File: src/sv/plist_pkg.sv
package plist_pkg;

  localparam int DATA_W = 32;
  localparam int OP_W   = 2;
  localparam int POS_W  = 5;
  localparam int ST_W   = 3;
  localparam int LEN_W  = 5;

  localparam logic [OP_W-1:0] OP_INSERT  = 2'd0;
  localparam logic [OP_W-1:0] OP_DELETE  = 2'd1;
  localparam logic [OP_W-1:0] OP_DISPLAY = 2'd2;

  localparam logic [ST_W-1:0] ST_OK        = 3'd0;
  localparam logic [ST_W-1:0] ST_BADPOS    = 3'd1;
  localparam logic [ST_W-1:0] ST_UNDERFLOW = 3'd2;
  localparam logic [ST_W-1:0] ST_FULL      = 3'd3;
  localparam logic [ST_W-1:0] ST_EMPTY     = 3'd4;

endpackage

File: src/sv/plist_ram.sv
module plist_ram import plist_pkg::*; #(
  parameter int DEPTH = 16,
  parameter int AW    = 4
) (
  input  logic              clk_i,
  input  logic              we_i,
  input  logic [AW-1:0]     waddr_i,
  input  logic [DATA_W-1:0] wdata_i,
  input  logic              re_i,
  input  logic [AW-1:0]     raddr_i,
  output logic [DATA_W-1:0] rdata_o
);

  logic [DATA_W-1:0] mem [DEPTH];
  logic [DATA_W-1:0] rdata_q;

  always_ff @(posedge clk_i) begin
    if (we_i) begin
      mem[waddr_i] <= wdata_i;
    end
  end

  // registered read
  always_ff @(posedge clk_i) begin
    if (re_i) begin
      rdata_q <= mem[raddr_i];
    end
  end

  assign rdata_o = rdata_q;

endmodule

File: src/sv/positional_list_insert_delete_core.sv
// Results: an error result is registered and shows in the cycle after the transaction is
//   accepted; an insert or a delete reports once its shift loop is done, and a display
//   shows its elements one per cycle.
// Throughput: one transaction at a time, paced by the shift loop through the element RAM
//   (one entry moved per cycle); a new start is taken while the last result shows.
//   The receiver cannot stall results.
// Reset: asynchronous, active low; clears the element count and control, RAM untouched.
module positional_list_insert_delete_core import plist_pkg::*; #(
  parameter int CAPACITY = 16
) (
  input  logic                     clk_i,
  input  logic                     rst_ni,
  input  logic                     start,
  output logic                     busy,
  input  logic [OP_W-1:0]          operation_i,
  input  logic [POS_W-1:0]         position_i,
  input  logic signed [DATA_W-1:0] value_i,
  output logic                     strobe_o,
  output logic [ST_W-1:0]          status_o,
  output logic signed [DATA_W-1:0] data_o,
  output logic [LEN_W-1:0]         length_o,
  output logic                     last_o
);

  localparam int CW = $clog2(CAPACITY + 1);
  localparam int AW = (CAPACITY > 1) ? $clog2(CAPACITY) : 1;
  // compare width: room for count+2 and for the position field
  localparam int XW = ((CW > POS_W) ? CW : POS_W) + 2;

  localparam logic [2:0] S_IDLE    = 3'd0;
  localparam logic [2:0] S_INS_WR  = 3'd1;  // shift one entry up per cycle
  localparam logic [2:0] S_INS_PUT = 3'd2;  // drop new value into the hole
  localparam logic [2:0] S_DEL_CAP = 3'd3;  // capture the removed value
  localparam logic [2:0] S_DEL_WR  = 3'd4;  // shift one entry down per cycle
  localparam logic [2:0] S_DISP    = 3'd5;  // stream elements out

  logic [2:0]        state_q, state_d;
  logic [CW-1:0]     count_q, count_d;
  logic [AW-1:0]     cur_q, cur_d;
  logic              strobe_q, strobe_d;

  // payload registers, no reset needed
  logic [AW-1:0]     pm1_q, pm1_d;
  logic [DATA_W-1:0] val_q, val_d;
  logic [DATA_W-1:0] removed_q, removed_d;
  logic [ST_W-1:0]   status_q, status_d;
  logic [DATA_W-1:0] data_q, data_d;
  logic [LEN_W-1:0]  length_q, length_d;
  logic              last_q, last_d;

  // RAM port
  logic              ram_we, ram_re;
  logic [AW-1:0]     ram_waddr, ram_raddr;
  logic [DATA_W-1:0] ram_wdata, ram_rdata;

  logic [XW-1:0]     posx, cntx, curx, pm1x;

  assign posx = XW'(position_i);
  assign cntx = XW'(count_q);
  assign curx = XW'(cur_q);
  assign pm1x = XW'(pm1_q);

  plist_ram #(
    .DEPTH (CAPACITY),
    .AW    (AW)
  ) u_ram (
    .clk_i   (clk_i),
    .we_i    (ram_we),
    .waddr_i (ram_waddr),
    .wdata_i (ram_wdata),
    .re_i    (ram_re),
    .raddr_i (ram_raddr),
    .rdata_o (ram_rdata)
  );

  always_comb begin
    state_d   = state_q;
    count_d   = count_q;
    cur_d     = cur_q;
    pm1_d     = pm1_q;
    val_d     = val_q;
    removed_d = removed_q;
    strobe_d  = 1'b0;
    status_d  = status_q;
    data_d    = data_q;
    length_d  = length_q;
    last_d    = last_q;
    ram_we    = 1'b0;
    ram_waddr = cur_q;
    ram_wdata = ram_rdata;
    ram_re    = 1'b0;
    ram_raddr = cur_q;

    case (state_q)
      S_IDLE: begin
        if (start) begin
          // default result: error, no change, single transaction
          status_d = ST_BADPOS;
          data_d   = '0;
          length_d = LEN_W'(count_q);
          last_d   = 1'b1;
          case (operation_i)
            OP_INSERT: begin
              if (posx == '0 || posx > cntx + 1'b1) begin
                strobe_d = 1'b1;
              end else if (cntx >= XW'(CAPACITY)) begin
                strobe_d = 1'b1;
                status_d = ST_FULL;
              end else begin
                val_d = value_i;
                pm1_d = AW'(posx - 1'b1);
                if (cntx >= posx) begin
                  // tail entry moves first
                  ram_re    = 1'b1;
                  ram_raddr = AW'(cntx - 1'b1);
                  cur_d     = AW'(cntx);
                  state_d   = S_INS_WR;
                end else begin
                  state_d = S_INS_PUT;
                end
              end
            end
            OP_DELETE: begin
              if (count_q == '0) begin
                strobe_d = 1'b1;
                status_d = ST_UNDERFLOW;
              end else if (posx == '0 || posx > cntx) begin
                strobe_d = 1'b1;
              end else begin
                ram_re    = 1'b1;
                ram_raddr = AW'(posx - 1'b1);
                cur_d     = AW'(posx - 1'b1);
                state_d   = S_DEL_CAP;
              end
            end
            OP_DISPLAY: begin
              if (count_q == '0) begin
                strobe_d = 1'b1;
                status_d = ST_EMPTY;
              end else begin
                ram_re    = 1'b1;
                ram_raddr = '0;
                cur_d     = '0;
                state_d   = S_DISP;
              end
            end
            default: begin
              strobe_d = 1'b1;
            end
          endcase
        end
      end

      S_INS_WR: begin
        // entry cur-1 arrived: store it one place up, fetch the next lower one
        ram_we    = 1'b1;
        ram_waddr = cur_q;
        ram_wdata = ram_rdata;
        if (curx > pm1x + 1'b1) begin
          ram_re    = 1'b1;
          ram_raddr = AW'(curx - 2'd2);
          cur_d     = AW'(curx - 1'b1);
        end else begin
          state_d = S_INS_PUT;
        end
      end

      S_INS_PUT: begin
        ram_we    = 1'b1;
        ram_waddr = pm1_q;
        ram_wdata = val_q;
        count_d   = CW'(count_q + 1'b1);
        strobe_d  = 1'b1;
        status_d  = ST_OK;
        data_d    = val_q;
        length_d  = LEN_W'(cntx + 1'b1);
        last_d    = 1'b1;
        state_d   = S_IDLE;
      end

      S_DEL_CAP: begin
        removed_d = ram_rdata;
        if (curx + 1'b1 < cntx) begin
          ram_re    = 1'b1;
          ram_raddr = AW'(curx + 1'b1);
          state_d   = S_DEL_WR;
        end else begin
          // removed the tail: nothing to close up
          count_d  = CW'(count_q - 1'b1);
          strobe_d = 1'b1;
          status_d = ST_OK;
          data_d   = ram_rdata;
          length_d = LEN_W'(cntx - 1'b1);
          last_d   = 1'b1;
          state_d  = S_IDLE;
        end
      end

      S_DEL_WR: begin
        // entry cur+1 arrived: store it one place down, fetch cur+2
        ram_we    = 1'b1;
        ram_waddr = cur_q;
        ram_wdata = ram_rdata;
        cur_d     = AW'(curx + 1'b1);
        if (curx + 2'd2 < cntx) begin
          ram_re    = 1'b1;
          ram_raddr = AW'(curx + 2'd2);
        end else begin
          count_d  = CW'(count_q - 1'b1);
          strobe_d = 1'b1;
          status_d = ST_OK;
          data_d   = removed_q;
          length_d = LEN_W'(cntx - 1'b1);
          last_d   = 1'b1;
          state_d  = S_IDLE;
        end
      end

      S_DISP: begin
        strobe_d = 1'b1;
        status_d = ST_OK;
        data_d   = ram_rdata;
        length_d = LEN_W'(count_q);
        last_d   = (curx + 1'b1 == cntx);
        if (curx + 1'b1 == cntx) begin
          state_d = S_IDLE;
        end else begin
          ram_re    = 1'b1;
          ram_raddr = AW'(curx + 1'b1);
          cur_d     = AW'(curx + 1'b1);
        end
      end

      default: begin
        state_d = S_IDLE;
      end
    endcase
  end

  always_ff @(posedge clk_i or negedge rst_ni) begin
    if (!rst_ni) begin
      state_q  <= S_IDLE;
      count_q  <= '0;
      cur_q    <= '0;
      strobe_q <= 1'b0;
    end else begin
      state_q  <= state_d;
      count_q  <= count_d;
      cur_q    <= cur_d;
      strobe_q <= strobe_d;
    end
  end

  always_ff @(posedge clk_i) begin
    pm1_q     <= pm1_d;
    val_q     <= val_d;
    removed_q <= removed_d;
    status_q  <= status_d;
    data_q    <= data_d;
    length_q  <= length_d;
    last_q    <= last_d;
  end

  assign busy     = (state_q != S_IDLE);
  assign strobe_o = strobe_q;
  assign status_o = status_q;
  assign data_o   = data_q;
  assign length_o = length_q;
  assign last_o   = last_q;

  // every accepted transaction either starts work or reports at once
  a_accept_progress: assert property (@(posedge clk_i) disable iff (!rst_ni)
    start && !busy |=> busy || strobe_o)
    else $error("accepted transaction produced neither work nor a result");

  // error results are single, final and carry zero data
  a_error_result: assert property (@(posedge clk_i) disable iff (!rst_ni)
    strobe_o && status_o != ST_OK |-> last_o && data_o == '0)
    else $error("error result not final or data nonzero");

  // a non-final display element means streaming continues
  a_display_continues: assert property (@(posedge clk_i) disable iff (!rst_ni)
    strobe_o && !last_o |-> busy && state_q == S_DISP)
    else $error("non-final result without display in progress");

  a_count_bound: assert property (@(posedge clk_i) disable iff (!rst_ni)
    XW'(count_q) <= XW'(CAPACITY))
    else $error("element count above capacity");

  // shift loops never read and write the same entry in one cycle
  a_no_rw_overlap: assert property (@(posedge clk_i) disable iff (!rst_ni)
    ram_we && ram_re |-> ram_waddr != ram_raddr)
    else $error("RAM read and write at same address");

endmodule

File: config.mk
export PLATFORM = sky130hd
export DESIGN_NAME = positional_list_insert_delete_core
export DESIGN_NICKNAME = d
export VERILOG_FILES = /design/src/sv/plist_pkg.sv /design/src/sv/plist_ram.sv /design/src/sv/positional_list_insert_delete_core.sv
export SDC_FILE = /design/constraint.sdc
export NUM_CORES = 1
export LEC_CHECK = 0
export ABC_AREA = 0
export BUFFER_PORTS_ARGS = -buffer_cell sky130_fd_sc_hd__buf_2
export CORE_AREA = 2 2 238 240
export DETAILED_ROUTE_END_ITERATION = 8
export DIE_AREA = 0 0 240 242
export PLACE_DENSITY_LB_ADDON = 0.3
export SLEW_MARGIN = 20
export SYNTH_ARGS = -nofsm -noshare
export SYNTH_HDL_FRONTEND = slang
export SYNTH_SLANG_ARGS = --single-unit
export TNS_END_PERCENT = 5
File: constraint.sdc
create_clock -name clk_i -period 12.9 [get_ports clk_i]
set_clock_uncertainty 0.05 [all_clocks]
set_input_delay 2.58 -clock clk_i [delete_from_list [all_inputs] [get_ports clk_i]]
set_output_delay 2.58 -clock clk_i [all_outputs]
set_load 0.03 [all_outputs]
==> flow_metrics.tcl <==
set metrics [dict create \
    hold_violations 0 \
    cts_sinks 666 \
    ios 85 \
    hpwl_mm 36.9 \
    synth_seq_area_share_pct 69.9 \
    critPathRequiredTime_ns 13.17 \
    dp_cells 2641 \
    place_congestion 0.905 \
    whs_path_depth 0 \
    grt_use_met3_pct 4.24 \
    timing.hold.ws_ns 0.460 \
    clock_latency_ns 0.61 \
    top_usage_layer "met2" \
    stdcell_count 2763 \
    stdcell_area_mm2 0.0320 \
    vias 16567 \
    yosysUniqueCellTypes 70 \
    worst_slew_pin_slew_ns 1.12 \
    h-tree-depth 3 \
    grt_overflow 0 \
    fmax_mhz 142 \
    syn_area_mm2 0.0285 \
    p_seq_share_pct 53.9 \
    r2r-start "cur_q[1]" \
    leakage_uw 0.00937 \
    grtUsageMet1_pct 33.6 \
    grt_pass1_wl_mm 103 \
    cts_setup_buffers 0 \
    critPathLaunchType "primary input" \
    grt_pass1_vias 16398 \
    syn-num-nets 1954 \
    async_flop_share_pct 1.95 \
    cp-endpoint "u_ram.rdata_o[7]" \
    fp.dieW_um 240 \
    wl_per_cell_um 25.3 \
    ys_seq_elements 666 \
    irDropWorstVdd_mv 0.0956 \
    ys.flop_type "edfxtp_1" \
    clockRootBuffer "clkbuf_16" \
    power_frac_comb_pct 0.6 \
    drt_iter0_drc 1681 \
    switching_power_uw 827 \
    drv_slew 0 \
    initial_core_util_pct 51.2 \
    fin_setup_tns_ns 0 \
    syn_inst 1874 \
    rsz0062_at_grt "false" \
    die_area_mm2 0.0581 \
    r2r_slack_ns 6.57 \
    p_int_uw 3520 \
    antenna_found_initial 0 \
    path_class "primary input to register" \
    grt_max_degree 255 \
    p_sw_share_pct 19.1 \
    via_per_inst 6.00 \
    drc 0 \
    slew_headroom_pct 25.2 \
    setup_violations 0 \
    coreArea_mm2 0.0557 \
    drive_above_1_share_pct 16.4 \
    fin_crit_sh_pct 54.5 \
    place_area_mm2 0.0298 \
    layout_min_cycle_time_ns 7.03 \
    ys_warn_count 0 \
    antenna_left 0 \
    clk_pin_slew_worst_paths_ns 0.06 \
    syn_avg_cell_area_um2 15.2 \
    power_density_mw_per_mm2 136 \
    met2_usage_pct 38.5 \
    fillers 4347 \
    portBuffers 84 \
    cts_made_buffers 70 \
    pwr-share-clk_pct 45.5 \
    crit_start "position_i[2]" \
    die_y_um 242 \
    pre_cts_ws_ns 5.28 \
    clk_path_buf_depth 3 \
    placementRows 87 \
    timing.final.ws_setup_ns 5.87 \
    final_net_count 2037 \
    ctsHoldBuffers 0 \
    hp-class "register to register" \
    r2r-end "u_ram.rdata_o[7]" \
    ctsResizeCount 0 \
    cap_violations 0 \
    cts_tree "built" \
    drt_pre_antenna_iters 8 \
    cp-end-kind "register" \
    diodes 0 \
    syn2layout_area_growth_pct 12.4 \
    grt_usage_pct 24.1 \
    cp_max_fo 56 \
    r2r_cells 15 \
    totalWireLength_mm 69.9 \
    status "complete, no violations" \
    synth-edff-count 653 \
    crit_arrival_ns 7.29 \
]
-- stage by stage --
stage | util [%] | power (uW)
after global routing | 57.5 | 4460
after floorplan | - | 2400
after detailed placement | 53.5 | 2410
after global placement | 53.4 | 2410
after CTS | 57.5 | 4370
final | 57.5 | 4340
-- per-layer routing --
layer,up-vias,routed length [um]
met4,0,1820
li1,7424,-
met5,-,0
met3,123,5370
met2,663,33400
met1,8357,29200
-- cell type report --
cell class              count  area, um2  area share, %
flip-flops and latches    666      19900           62.2
multi-input cells        1074       8100           25.3
clock buffers              85       1850           5.78
well taps                 756        946           2.95
repair buffers            122        738           2.30
clock inverters            37        383           1.19
inverters                  23       86.3          0.269
-- registers in the layout, summed over array words and instances (netlist names), 4 cells and up --
| register | count |
|---|---|
| u_ram.mem | 512 |
| pm1_q | 4 |
| length_o | 5 |
| u_ram.rdata_o | 32 |
| removed_q | 32 |
| data_o | 32 |
| val_q | 32 |
| count_q | 5 |
| cur_q | 4 |
-- power groups by stage --
stage / sequential, uW / combinational [uW] / clock [uW]
after floorplan: 2390 / 13.4 / 0
after global placement: 2390 / 25.8 / 0
after detailed placement: 2390 / 26.3 / 0
after CTS: 2340 / 26.6 / 2010
after global routing: 2340 / 29.7 / 2090
final: 2340 / 26.9 / 1970
-- logic make-up after synthesis --
logic type,count (synthesis),synth area share (%)
DFF,666,69.9
and+or+nand+nor,408,6.42
muxes,328,12.1
AOI/OAI and AO/OA,276,6.81
buffers and inverters,134,2.38
adders and majority gates,38,1.67
xor gates and xnor gates,24,0.737
-- worst min path at each step --
stage | slack, ns | start | endpoint
floorplan | 0.42 | u_ram.rdata_o[0] | removed_q[0]
global placement | 0.44 | u_ram.rdata_o[17] | removed_q[17]
detailed placement | 0.45 | u_ram.rdata_o[17] | removed_q[17]
CTS | 0.46 | u_ram.rdata_o[17] | removed_q[17]
global route | 0.48 | u_ram.rdata_o[17] | removed_q[17]
finish | 0.46 | u_ram.rdata_o[17] | removed_q[17]
-- cell usage after synthesis, drive strengths merged, types with 6 or more instances --
| library cell | count | area, um2 |
|---|---|---|
| a31oi | 11 | 75.1 |
| a21oi | 22 | 110 |
| clkbuf | 51 | 191 |
| mux2 | 128 | 1440 |
| o21ai | 25 | 125 |
| ha | 38 | 475 |
| xnor2 | 17 | 149 |
| nor2 | 49 | 184 |
| a211oi | 6 | 45.0 |
| a21o | 6 | 45.0 |
| nand4 | 33 | 206 |
| nand3b | 6 | 45.0 |
| o211ai | 133 | 998 |
| dfrtp | 13 | 325 |
| nor2b | 6 | 37.5 |
| inv | 23 | 86.3 |
| nand2b | 6 | 37.5 |
| xor2 | 7 | 61.3 |
| buf | 60 | 402 |
| nor3 | 10 | 50.1 |
| and3 | 6 | 37.5 |
| mux2i | 200 | 2000 |
| nand3 | 11 | 60.1 |
| nand2 | 257 | 965 |
| and2 | 6 | 37.5 |
| o22ai | 37 | 231 |
| edfxtp | 653 | 19600 |
-- layout by cell type, fill, tap and decap left out, drive strengths merged, types with 3 or more instances in the layout --
cell type	instances
o21ai	25
a211oi	6
xor2	7
a22oi	4
clkinv	26
nand3	11
a31oi	11
a22o	3
a21oi	22
o32ai	3
and2	6
nand3b	6
xnor2	17
and3	6
nor2b	6
a21o	6
bufinv	7
mux2i	200
inv	26
mux2	128
edfxtp	653
nor2	49
nand2b	6
o22ai	37
o211ai	133
nor3	10
buf	122
ha	38
clkbuf	85
dfrtp	13
nor4	4
nand2	257
nand4	33
-- critical path: stages --
cell and delay, ns:
buf_2 0.14, ha_1 0.33, a21oi_1 0.15, nand2_1 0.09, a211oi_1 0.32, nor4_2 0.12
nor4_4 0.47, mux2_1 0.41, a31oi_4 0.50, buf_4 0.62, buf_4 0.78, mux2_2 0.41
o211ai_1 0.19, nand4_1 0.11
Note: power is estimated with default switching activity, not from simulation.
